## config.mk

```make
export PLATFORM = sky130hd
export DESIGN_NAME = modular_exponentiation_flat
export DESIGN_NICKNAME = d
export VERILOG_FILES = /design/src/rtl/modexp_pkg.sv /design/src/rtl/modexp_if.sv /design/src/rtl/modexp_mulmod.sv /design/src/rtl/modular_exponentiation.sv /design/src/flat_wrapper.sv
export VERILOG_INCLUDE_DIRS = /design/src /design/src/rtl
export SDC_FILE = /design/constraint.sdc
export NUM_CORES = 1
export LEC_CHECK = 0
export BUFFER_PORTS_ARGS = -buffer_cell sky130_fd_sc_hd__buf_2
export CAP_MARGIN = 30
export CORE_UTILIZATION = 56
export CTS_BUF_LIST = sky130_fd_sc_hd__clkbuf_8
export DETAILED_ROUTE_END_ITERATION = 8
export PLACE_DENSITY = 0.79
export SYNTH_ARGS = -nofsm -noshare
export SYNTH_HDL_FRONTEND = slang
export SYNTH_HIERARCHICAL = 1
export SYNTH_SLANG_ARGS = --single-unit
export TNS_END_PERCENT = 50
```

## constraint.sdc

```tcl
create_clock -name clk -period 6.8 [get_ports clk]
set_clock_uncertainty 0.2 [all_clocks]
set_input_delay 0.68 -clock clk [delete_from_list [all_inputs] [get_ports clk]]
set_output_delay 0.68 -clock clk [all_outputs]
set_load 0.01 [all_outputs]
```

## src/rtl/modular_exponentiation_assert.svh

```systemverilog
// Assertion macros shared by the modular exponentiation RTL.
`ifndef MODULAR_EXPONENTIATION_ASSERT_SVH
`define MODULAR_EXPONENTIATION_ASSERT_SVH

// Implication checked on every clock edge outside reset.
`define ME_ASSERT_IMP(label, clk, rst_n, lhs, rhs, msg) \
    label: assert property (@(posedge clk) disable iff (!rst_n) (lhs) |-> (rhs)) \
        else $error(msg);

// Implication whose right side is checked in the cycle after the left side holds.
`define ME_ASSERT_NEXT(label, clk, rst_n, lhs, rhs, msg) \
    label: assert property (@(posedge clk) disable iff (!rst_n) (lhs) |=> (rhs)) \
        else $error(msg);

`endif

```

## src/rtl/modexp_pkg.sv

```systemverilog
// Shared constants and types for the modular exponentiation block.
package modexp_pkg;
    localparam int EXP_BITS = 63;
    localparam int MOD_BITS = 32;
    localparam int BASE_BITS = 63;
    localparam int EXP_CNT_BITS = $clog2(EXP_BITS + 1);
    localparam int MUL_CNT_BITS = $clog2(BASE_BITS + 1);
    localparam logic [31:0] MODULUS_RESET = 32'd1000000007;
    localparam logic FUNC_POWER = 1'b0;
    localparam logic FUNC_INVERSE = 1'b1;

    typedef logic [MOD_BITS-1:0] mod_t;

    typedef struct packed {
        logic start;
        logic busy;
        logic done;
    } mul_ctl_t;
endpackage

```

## src/rtl/modexp_if.sv

```systemverilog
// Valid/ready channel interfaces for requests and results.
interface modexp_req_if;
    logic valid;
    logic ready;
    logic func;
    logic [62:0] base_value;
    logic [62:0] exponent;
    modport source (output valid, output func, output base_value, output exponent, input ready);
    modport sink (input valid, input func, input base_value, input exponent, output ready);
endinterface

interface modexp_rsp_if;
    logic valid;
    logic ready;
    logic [31:0] result;
    modport source (output valid, output result, input ready);
    modport sink (input valid, input result, output ready);
endinterface

```

## src/rtl/modexp_mulmod.sv

```systemverilog
// Bit-serial modular multiplier: (a * b) mod m, one bit of b per cycle, MSB first.
module modexp_mulmod (
    input  logic                                clk,
    input  logic                                rst_n,
    input  logic                                start,
    input  logic [modexp_pkg::MOD_BITS-1:0]     m,
    input  logic [modexp_pkg::MOD_BITS-1:0]     a,
    input  logic [modexp_pkg::BASE_BITS-1:0]    b,
    input  logic [modexp_pkg::MUL_CNT_BITS-1:0] nbits,
    output modexp_pkg::mul_ctl_t                ctl,
    output logic [modexp_pkg::MOD_BITS-1:0]     p
);
    localparam int W = modexp_pkg::MOD_BITS;
    localparam int B = modexp_pkg::BASE_BITS;
    localparam int C = modexp_pkg::MUL_CNT_BITS;

    logic busy_reg, busy_next;
    logic done_reg, done_next;
    logic [C-1:0] cnt_reg, cnt_next;
    logic [B-1:0] b_reg, b_next;
    logic [W-1:0] acc_reg, acc_next;
    logic [W+1:0] dbl, t1, add, t2;

    always_comb
    begin
        dbl = {1'b0, acc_reg, 1'b0};
        t1 = (dbl >= {2'b00, m}) ? dbl - {2'b00, m} : dbl;
        add = t1 + (b_reg[B-1] ? {2'b00, a} : '0);
        t2 = (add >= {2'b00, m}) ? add - {2'b00, m} : add;
        busy_next = busy_reg;
        done_next = 1'b0;
        cnt_next = cnt_reg;
        b_next = b_reg;
        acc_next = acc_reg;
        if (start)
        begin
            busy_next = 1'b1;
            cnt_next = nbits;
            b_next = b;
            acc_next = '0;
        end
        else if (busy_reg)
        begin
            acc_next = t2[W-1:0];
            b_next = {b_reg[B-2:0], 1'b0};
            cnt_next = cnt_reg - 1'b1;
            if (cnt_reg == C'(1))
            begin
                busy_next = 1'b0;
                done_next = 1'b1;
            end
        end
    end

    always_ff @(posedge clk or negedge rst_n)
    begin
        if (!rst_n)
        begin
            busy_reg <= 1'b0;
            done_reg <= 1'b0;
            cnt_reg <= '0;
        end
        else
        begin
            busy_reg <= busy_next;
            done_reg <= done_next;
            cnt_reg <= cnt_next;
        end
    end

    always_ff @(posedge clk)
    begin
        b_reg <= b_next;
        acc_reg <= acc_next;
    end

    assign ctl = '{start: start, busy: busy_reg, done: done_reg};
    assign p = acc_reg;
endmodule

```

## src/rtl/modular_exponentiation.sv

```systemverilog
// Modular exponentiation top level: square-and-multiply sequencer over a serial multiplier.
// Sequence: the base is first reduced modulo m, then each exponent bit takes a step state and
// up to two multiplies, a multiply by the base when the bit is set and then a squaring.
// The loop stops once the remaining exponent is zero, or at once when the modulus is 0 or 1.
// Throughput: one item at a time; the next beat is taken the cycle after the result is read.
// Reset: rst_n asynchronous active low clears control and loads modulus 1000000007.
`include "modular_exponentiation_assert.svh"
module modular_exponentiation (
    input  logic                clk,
    input  logic                rst_n,
    input  logic                cfg_we,
    input  logic [31:0]         cfg_wdata,
    modexp_req_if.sink          req,
    modexp_rsp_if.source        rsp
);
    localparam int W = modexp_pkg::MOD_BITS;
    localparam int E = modexp_pkg::EXP_BITS;
    localparam int B = modexp_pkg::BASE_BITS;
    localparam int EC = modexp_pkg::EXP_CNT_BITS;
    localparam int MC = modexp_pkg::MUL_CNT_BITS;

    localparam logic [2:0] ST_IDLE = 3'd0;
    localparam logic [2:0] ST_RED = 3'd1;
    localparam logic [2:0] ST_MUL = 3'd2;
    localparam logic [2:0] ST_SQR = 3'd3;
    localparam logic [2:0] ST_STEP = 3'd4;
    localparam logic [2:0] ST_OUT = 3'd5;

    logic [W-1:0] mod_reg;
    logic [2:0] st_reg, st_next;
    logic [W-1:0] m_reg, acc_reg, base_reg;
    logic [E-1:0] e_reg;
    logic [EC-1:0] ecnt_reg;
    logic [B-1:0] bin_reg;
    logic [W-1:0] res_reg;
    logic rvalid_reg;
    logic mstart, wait_reg;
    logic [W-1:0] ma;
    logic [B-1:0] mb;
    logic [MC-1:0] mn;
    modexp_pkg::mul_ctl_t mctl;
    logic [W-1:0] mp;

    modexp_mulmod u_mul (
        .clk(clk), .rst_n(rst_n), .start(mstart), .m(m_reg), .a(ma), .b(mb),
        .nbits(mn), .ctl(mctl), .p(mp)
    );

    assign req.ready = (st_reg == ST_IDLE) && !rvalid_reg;
    assign rsp.valid = rvalid_reg;
    assign rsp.result = res_reg;

    always_comb
    begin
        mstart = 1'b0;
        ma = base_reg;
        mb = '0;
        mn = MC'(W);
        st_next = st_reg;
        unique case (st_reg)
            ST_IDLE: if (req.valid && req.ready) st_next = ST_RED;
            ST_RED:
            begin
                ma = W'(1);
                mb = bin_reg;
                mn = MC'(B);
                mstart = !wait_reg;
                if (mctl.done) st_next = ST_STEP;
            end
            ST_STEP:
            begin
                if (m_reg <= W'(1) || ecnt_reg == '0 || e_reg == '0) st_next = ST_OUT;
                else if (e_reg[0]) st_next = ST_MUL;
                else st_next = ST_SQR;
            end
            ST_MUL:
            begin
                ma = acc_reg;
                mb = {{(B-W){1'b0}}, base_reg};
                mb = mb << (B - W);
                mstart = !wait_reg;
                if (mctl.done) st_next = ST_SQR;
            end
            ST_SQR:
            begin
                mb = {base_reg, {(B-W){1'b0}}};
                mstart = !wait_reg;
                if (mctl.done) st_next = ST_STEP;
            end
            ST_OUT: st_next = ST_IDLE;
            default: st_next = ST_IDLE;
        endcase
    end

    always_ff @(posedge clk or negedge rst_n)
    begin
        if (!rst_n)
        begin
            mod_reg <= modexp_pkg::MODULUS_RESET;
            st_reg <= ST_IDLE;
            rvalid_reg <= 1'b0;
            wait_reg <= 1'b0;
        end
        else
        begin
            if (cfg_we) mod_reg <= cfg_wdata[W-1:0];
            st_reg <= st_next;
            if (mstart) wait_reg <= 1'b1;
            else if (mctl.done) wait_reg <= 1'b0;
            if (st_reg == ST_OUT) rvalid_reg <= 1'b1;
            else if (rsp.ready) rvalid_reg <= 1'b0;
        end
    end

    always_ff @(posedge clk)
    begin
        unique case (st_reg)
            ST_IDLE:
            begin
                m_reg <= mod_reg;
                bin_reg <= req.base_value;
                acc_reg <= W'(1);
                if (req.func == modexp_pkg::FUNC_INVERSE)
                    e_reg <= E'(mod_reg - W'(2));
                else
                    e_reg <= req.exponent[E-1:0];
                ecnt_reg <= EC'(E);
            end
            ST_RED: if (mctl.done) base_reg <= mp;
            ST_MUL: if (mctl.done) acc_reg <= mp;
            ST_SQR:
            begin
                if (mctl.done)
                begin
                    base_reg <= mp;
                    e_reg <= e_reg >> 1;
                    ecnt_reg <= ecnt_reg - 1'b1;
                end
            end
            ST_STEP:
            begin
                if (e_reg == '0) ecnt_reg <= '0;
            end
            ST_OUT: res_reg <= (m_reg <= W'(1)) ? '0 : acc_reg;
            default: ;
        endcase
    end

    `ME_ASSERT_IMP(a_ready_idle, clk, rst_n, req.ready, st_reg == ST_IDLE, "ready outside idle")
    `ME_ASSERT_IMP(a_res_range, clk, rst_n, rsp.valid && m_reg > W'(1), rsp.result < m_reg, "result not reduced")
    `ME_ASSERT_NEXT(a_accept_red, clk, rst_n, req.valid && req.ready, st_reg == ST_RED, "no reduce after accept")
    `ME_ASSERT_IMP(a_mul_idle, clk, rst_n, st_reg == ST_IDLE, !mctl.busy, "multiplier busy in idle")
endmodule

```

## src/flat_wrapper.sv

```systemverilog
// flat-port wrapper written by rule: the top's interface ports become plain ports
module modular_exponentiation_flat 
  (clk, rst_n, cfg_we, cfg_wdata, req_valid, req_func, req_base_value, req_exponent, req_ready, rsp_valid, rsp_result, rsp_ready);
  modexp_req_if req_i ();
  modexp_rsp_if rsp_i ();
  input  logic clk;
  input  logic rst_n;
  input  logic cfg_we;
  input  logic [31:0] cfg_wdata;
  input wire logic [$bits(req_i.valid)-1:0] req_valid;
  input wire logic [$bits(req_i.func)-1:0] req_func;
  input wire logic [$bits(req_i.base_value)-1:0] req_base_value;
  input wire logic [$bits(req_i.exponent)-1:0] req_exponent;
  output wire logic [$bits(req_i.ready)-1:0] req_ready;
  output wire logic [$bits(rsp_i.valid)-1:0] rsp_valid;
  output wire logic [$bits(rsp_i.result)-1:0] rsp_result;
  input wire logic [$bits(rsp_i.ready)-1:0] rsp_ready;
  assign req_i.valid = req_valid;
  assign req_i.func = req_func;
  assign req_i.base_value = req_base_value;
  assign req_i.exponent = req_exponent;
  assign req_ready = req_i.ready;
  assign rsp_valid = rsp_i.valid;
  assign rsp_result = rsp_i.result;
  assign rsp_i.ready = rsp_ready;
  modular_exponentiation u_core (.clk(clk), .rst_n(rst_n), .cfg_we(cfg_we), .cfg_wdata(cfg_wdata), .req(req_i), .rsp(rsp_i));
endmodule
```

* Word-level counts from Yosys, hierarchy flattened
Cells that the tools add are included.
** Storage, ports and cells
- Output and inout port bits :: 34
- ROM bits :: 0
- Word-level logic and storage cells :: 94
- Bits in writable memories :: 0
- Memories :: 0
- Latch bits :: 0
- Bits in registers :: 400
** Cells by class
- Equality and inequality tests :: 11
- Bitwise operators :: 0
- Reductions and logical operators :: 23
- Mux-type cells :: 35
- $mul :: 0
- Order comparisons :: 3
- Divide/modulo/power cells :: 0
- $add $sub $neg :: 6
- Shift-type cells :: 0
** Operator list (count)
- 63-bit two-way mux :: 4
- 63-bit one-hot mux with 2 select lines :: 2
- 32-bit one-hot mux with 2 select lines :: 2
- 32-bit two-way mux :: 3
- 63-bit logical NOT :: 1
- 34-bit by 32-bit adder with 34-bit output :: 1
- 34-bit by 32-bit greater-or-equal comparator with 1-bit output :: 1
- 34-bit two-way mux :: 1
- 33-bit by 32-bit subtractor with 34-bit output :: 1
- 33-bit by 32-bit greater-or-equal comparator with 1-bit output :: 1
- 32-bit by 2-bit subtractor with 33-bit output, second input constant :: 1
- 32-bit by 1-bit less-or-equal comparator with 1-bit output, second input constant :: 1
- 32-bit subtractor :: 1
- 6-bit two-way mux :: 4
- 6-bit one-hot mux with 3 select lines :: 1
- 1-bit two-way mux :: 12
- 3-bit two-way mux :: 4
- 3-bit one-hot mux with 4 select lines :: 1
- 6-bit by 1-bit subtractor with 6-bit output, second input constant :: 2
- 2-bit nonzero test :: 5
- 3-bit by 2-bit equality test with 1-bit output, second input constant :: 2
- 3-bit equality test, second input constant :: 2
- 6-bit by 1-bit equality test with 1-bit output, second input constant :: 1
- 6-bit logical NOT :: 1
- other kinds (13) :: 23

* Longest topological paths before layout
- Depth after elaboration :: 6
- Mapped depth :: 38
- Gate-level depth less buffers :: 35

* Cells and area by module
Netlist, hierarchy kept.
** By module, submodules not included
- modular_exponentiation :: cells an instance 940, times used 1, area an instance 12713.4 um^2
- modexp_mulmod :: cells an instance 1160, times used 1, area an instance 10005.8 um^2

* Least setup slack after synthesis
OpenSTA, ideal clock, no wires.
- Path type :: register to register
- Start :: reg u_core.m_reg[2]
- End :: reg u_core.u_mul.acc_reg[4], in the netlist u_core/u_mul/p[4]
- Cell stages (with the launch flop) :: 37
- Path slack :: -0.668 ns
- Data required time :: 6.463 ns
- Path buffers :: 5
- Arrival time :: 7.131 ns
- Setup time :: 0.137 ns
- Path through :: edfxtp_1 inv_1 ha_1 nor2b_1 o311a_1 nor4b_4 nor3_1 or3_4 a311oi_2 buf_2 buf_1 nand2_1 o21ai_0 ha_1 a2111oi_0 o21ai_0 a41oi_1 a31oi_1 o211a_1 o21a_1 o21a_1 nor2_1 ha_1 clkbuf_1 a21o_1 a21oi_1 o21bai_1 a21oi_1 nand2_1 nor3_1 a211oi_1 or3_1 o2bb2ai_2 buf_6 buf_8 mux2i_1 a211oi_1
** Between the ends
- Word-level cells in the longest chain between the ends :: 5
- Elaborated cells on any way between the ends :: 7
- Classes of those cells :: 3 x add/sub; 2 x order compare; 2 x mux
** Ends and longest elaborated chain
- from (decl) :: RTL line modular_exponentiation.sv:31 : logic [W-1:0] m_reg, acc_reg, base_reg;
- from (signal assigned) :: RTL line modular_exponentiation.sv:120 : m_reg <= mod_reg;
- 33-bit by 32-bit subtractor with 34-bit output / 33-bit by 32-bit greater-or-equal comparator with 1-bit output (equally long branches) :: RTL line modexp_mulmod.sv:27 : t1 = (dbl >= {2'b00, m}) ? dbl - {2'b00, m} : dbl;
- 34-bit two-way mux :: RTL line modexp_mulmod.sv:27
- 34-bit by 32-bit adder with 34-bit output :: RTL line modexp_mulmod.sv:28 : add = t1 + (b_reg[B-1] ? {2'b00, a} : '0);
- 32-bit subtractor / 34-bit by 32-bit greater-or-equal comparator with 1-bit output (equally long branches) :: RTL line modexp_mulmod.sv:29 : t2 = (add >= {2'b00, m}) ? add - {2'b00, m} : add;
- 32-bit two-way mux * :: RTL line modexp_mulmod.sv:29
- to (signal assigned) :: RTL line modexp_mulmod.sv:74 : acc_reg <= acc_next;
- to (decl) :: RTL line modexp_mulmod.sv:21 : logic [W-1:0] acc_reg, acc_next;
Every way passes the cells marked *; elsewhere a longest branch is shown, timed or not.
A chain may end at the register's enable or synchronous reset.

* Final worst setup path
- Start :: reg u_core.m_reg[11]
- End :: reg u_core.u_mul.acc_reg[15], in the netlist u_core/u_mul/p[15]
Same word-level chain as after synthesis.

==> metrics.sh <==
CLK_PIN_SLEW_NS=0.06
GR-TOTAL-OVERFLOW=0
PATH_CLASS='reg2reg'
INITIAL_CELL_DENSITY_OF_THE_CORE_PCT=57.0
SETUP_VIOLATIONS=32
IO_BUFFERS=197
PLACE_WORST_SETUP_SLACK_NS=-0.999
CRITPATHSLOWESTCELL='edfxtp_1'
NUMCTSBUFFERS=69
HOLD_PATH_CLASS='in2reg'
CRITICAL_PATH.MAX_FANOUT=6
CRITPATHTOPFAMILY='compound AO/OA/AOI/OAI gates'
POSTLAYOUTCOREUTIL_PCT=74.7
WORST_SETUP_PATH_START_KIND='flop'
CLOCK_TREE.BUFFER_DEPTH=3
CTS_TREE='done'
IO_PINS=198
PLACE.DETAILED.HPWL_UM=44500
DRIVE_GT1_SHARE_PCT=34.0
H_TREE_LVLS=3
TIMING.HOLD.WORST_PATH_DEPTH=1
FINAL-INSTANCE-COUNT-EXCL-FILL=3291
MAX_SLEW.WORST_PIN.SLEW_NS=0.936
SYNTH.NET_COUNT=2366
RSZ_0062_RAISED_AFTER_GLOBAL_ROUTING='yes'
REL_SLEW_SLACK_PCT=37.6
SLOWEST_STAGE_DELAY_CP_NS=0.40
CLKLATENCYLATEPIN_NS=0.64
PLACEABLECOREAREA_UM2=39800
FIRST_ITER_VIOLATIONS=1610
DP_CELLS=3071
LAYOUT.NETS=2982
NETLIST_AREA_UM2=22700
GRT_PASS1_VIAS=18900
CP.REQUIRED_NS=7.08
VIOLATIONS='setup timing'
MIN_FROM='req_base_value[50]'
WORST_PATH_MOST_REPEATED_CELL='a211oi_2'
SETUP_CRIT_END_KIND='flop'
WORST_R2R_SRC='u_core/m_reg[11]'
SYN_AREA_PER_CELL_UM2=10.8
TIMING.RR.END='u_core/u_mul/p[15]'
CRIT_ARRIVAL_NS=7.82
DRTPASS1ITERATIONS=5
FLOW.AREA_GROWTH_FROM_SYNTHESIS_PCT=31.0
PERIOD_SHARE_PCT=111
TIMING_MAX_TRANSITION_VIOLATIONS_FINAL=0
SYNTH_CELLS=2098
REG2REG_SETUP_SLACK_NS=-0.74
ANTENNA_FOUND_INITIAL=0
VIA_PER_INST=5.81
MAXCLOCKFREQUENCY_MHz=133
HOLD_VIOLATIONS=0
DIE_HEIGHT_UM=203
ROUTE.VIAS.TOTAL=19100
HOLDPATHEND='u_core/bin_reg[50]'
PERIOD_MINUS_SLACK_NS=7.54
GRT_FIRST_PASS_WIRELENGTH_UM=98700
COUNT_OF_UNRESOLVED_DRC_VIOLATIONS_AFTER_ROUTING=0
RUN_STATUS='finished, violations left'
HOLD_SLACK_NS=0.0413
PLACE_CONGESTION=0.965
INSERTEDDIODECOUNT=0
DIE_AREA_UM2=41400
CTS.SINKS=400
YOSYSWARNINGS=6
ROUTED_WIRE_LENGTH_PER_INSTANCE_UM=19.4
DETAIL-ROUTE-ANTENNA-NETS=0
CTS.ROOT.BUFFER_CELL='clkbuf_8'
MAX_CAP_VIOLATIONS=0
DETAIL_ROUTE.WIRELENGTH_UM=63900
WORST-R2R-CELL-COUNT=37
GRT_USAGE_PCT=30.6
DIE_W_UM=203
CP_NUM_BUF_INV=7
ROW_COUNT=73
FINAL_CRITICAL_PATH_SETUP_SLACK_NS=-0.740
MAXIMUM_NUMBER_OF_PINS_ON_ONE_NET_BEFORE_GLOBAL_ROUTE_REPAIR=82
## final cells by class
cell class,instances,area [um^2]
repair buffers,655,4790
well taps,525,657
fillers,2714,10100
clock inverters,46,239
inverters,70,265
clock buffers,77,1060
multi-input cells,1518,11200
flip-flops and latches,400,11500
## layer usage
metal | track usage (%) | vias up | routed length (um)
li1 | - | 9077 | -
met1 | 41.2 | 9062 | 27200
met2 | 49.2 | 841 | 29800
met3 | 4.15 | 147 | 4290
met4 | 14.0 | 0 | 2580
met5 | 0 | - | 0
## worst max path at each step
stage / startpoint / endpoint / slack, ns / cells past startpoint
2_1_floorplan: u_core/m_reg[2] / u_core/u_mul/p[13] / -0.16 / 35
3_3_place_gp: u_core/m_reg[2] / u_core/u_mul/p[0] / -0.89 / 33
3_5_place_dp: u_core/m_reg[2] / u_core/u_mul/p[18] / -1.0 / 33
4_1_cts: u_core/m_reg[2] / u_core/u_mul/p[22] / -0.57 / 38
5_1_grt: u_core/m_reg[11] / u_core/u_mul/p[15] / -0.99 / 37
6_report: u_core/m_reg[11] / u_core/u_mul/p[15] / -0.74 / 37
## cells in the final DEF (no fill, tap or decap), types with 10 or more instances in the layout
| cell type | instances |
|---|---|
| o21a_1 | 16 |
| edfxtp_1 | 323 |
| inv_1 | 79 |
| nand3_1 | 19 |
| nand4_1 | 25 |
| a22o_1 | 64 |
| xnor2_1 | 56 |
| or3_1 | 11 |
| buf_4 | 375 |
| buf_2 | 197 |
| dfxtp_1 | 32 |
| dfrtp_1 | 28 |
| a21oi_2 | 14 |
| o21ai_0 | 97 |
| a21oi_1 | 170 |
| o21ai_1 | 12 |
| dfstp_2 | 16 |
| and3_1 | 13 |
| nor2_1 | 126 |
| a211oi_1 | 32 |
| and2_1 | 100 |
| clkinv_2 | 11 |
| nand2b_1 | 17 |
| nand2_1 | 122 |
| mux2_2 | 91 |
| buf_6 | 16 |
| ha_1 | 86 |
| nor3_1 | 29 |
| ha_4 | 12 |
| dlygate4sd3_1 | 56 |
| nor2b_1 | 40 |
| clkbuf_8 | 77 |
| a21o_1 | 50 |
| nor4_1 | 35 |
| mux2i_1 | 31 |
| o21bai_1 | 10 |
| xor2_1 | 46 |
## what timing repair did
action / in CTS / in global routing
hold buffers: 56 / 0
buffers inserted: 27 / 13
setup endpoints to repair: 32 / 32
gates cloned: 4 / 1
pin swaps: 52 / 27
resized for setup: 89 / 61
endpoints found under the hold margin: 69 / 0
## stage by stage
stage | setup TNS, ns | area, um^2
final | -21.61 | 29700
after global routing | -29.87 | 29700
after CTS | -14.07 | 29400
after detailed placement | -28.09 | 26800
after global placement | -24.35 | 26800
after floorplan | -2.96 | 22800
Power is left out: the tool's default activity adds up to more than one toggle a clock period on the data nets, which glitch-free logic cannot reach.
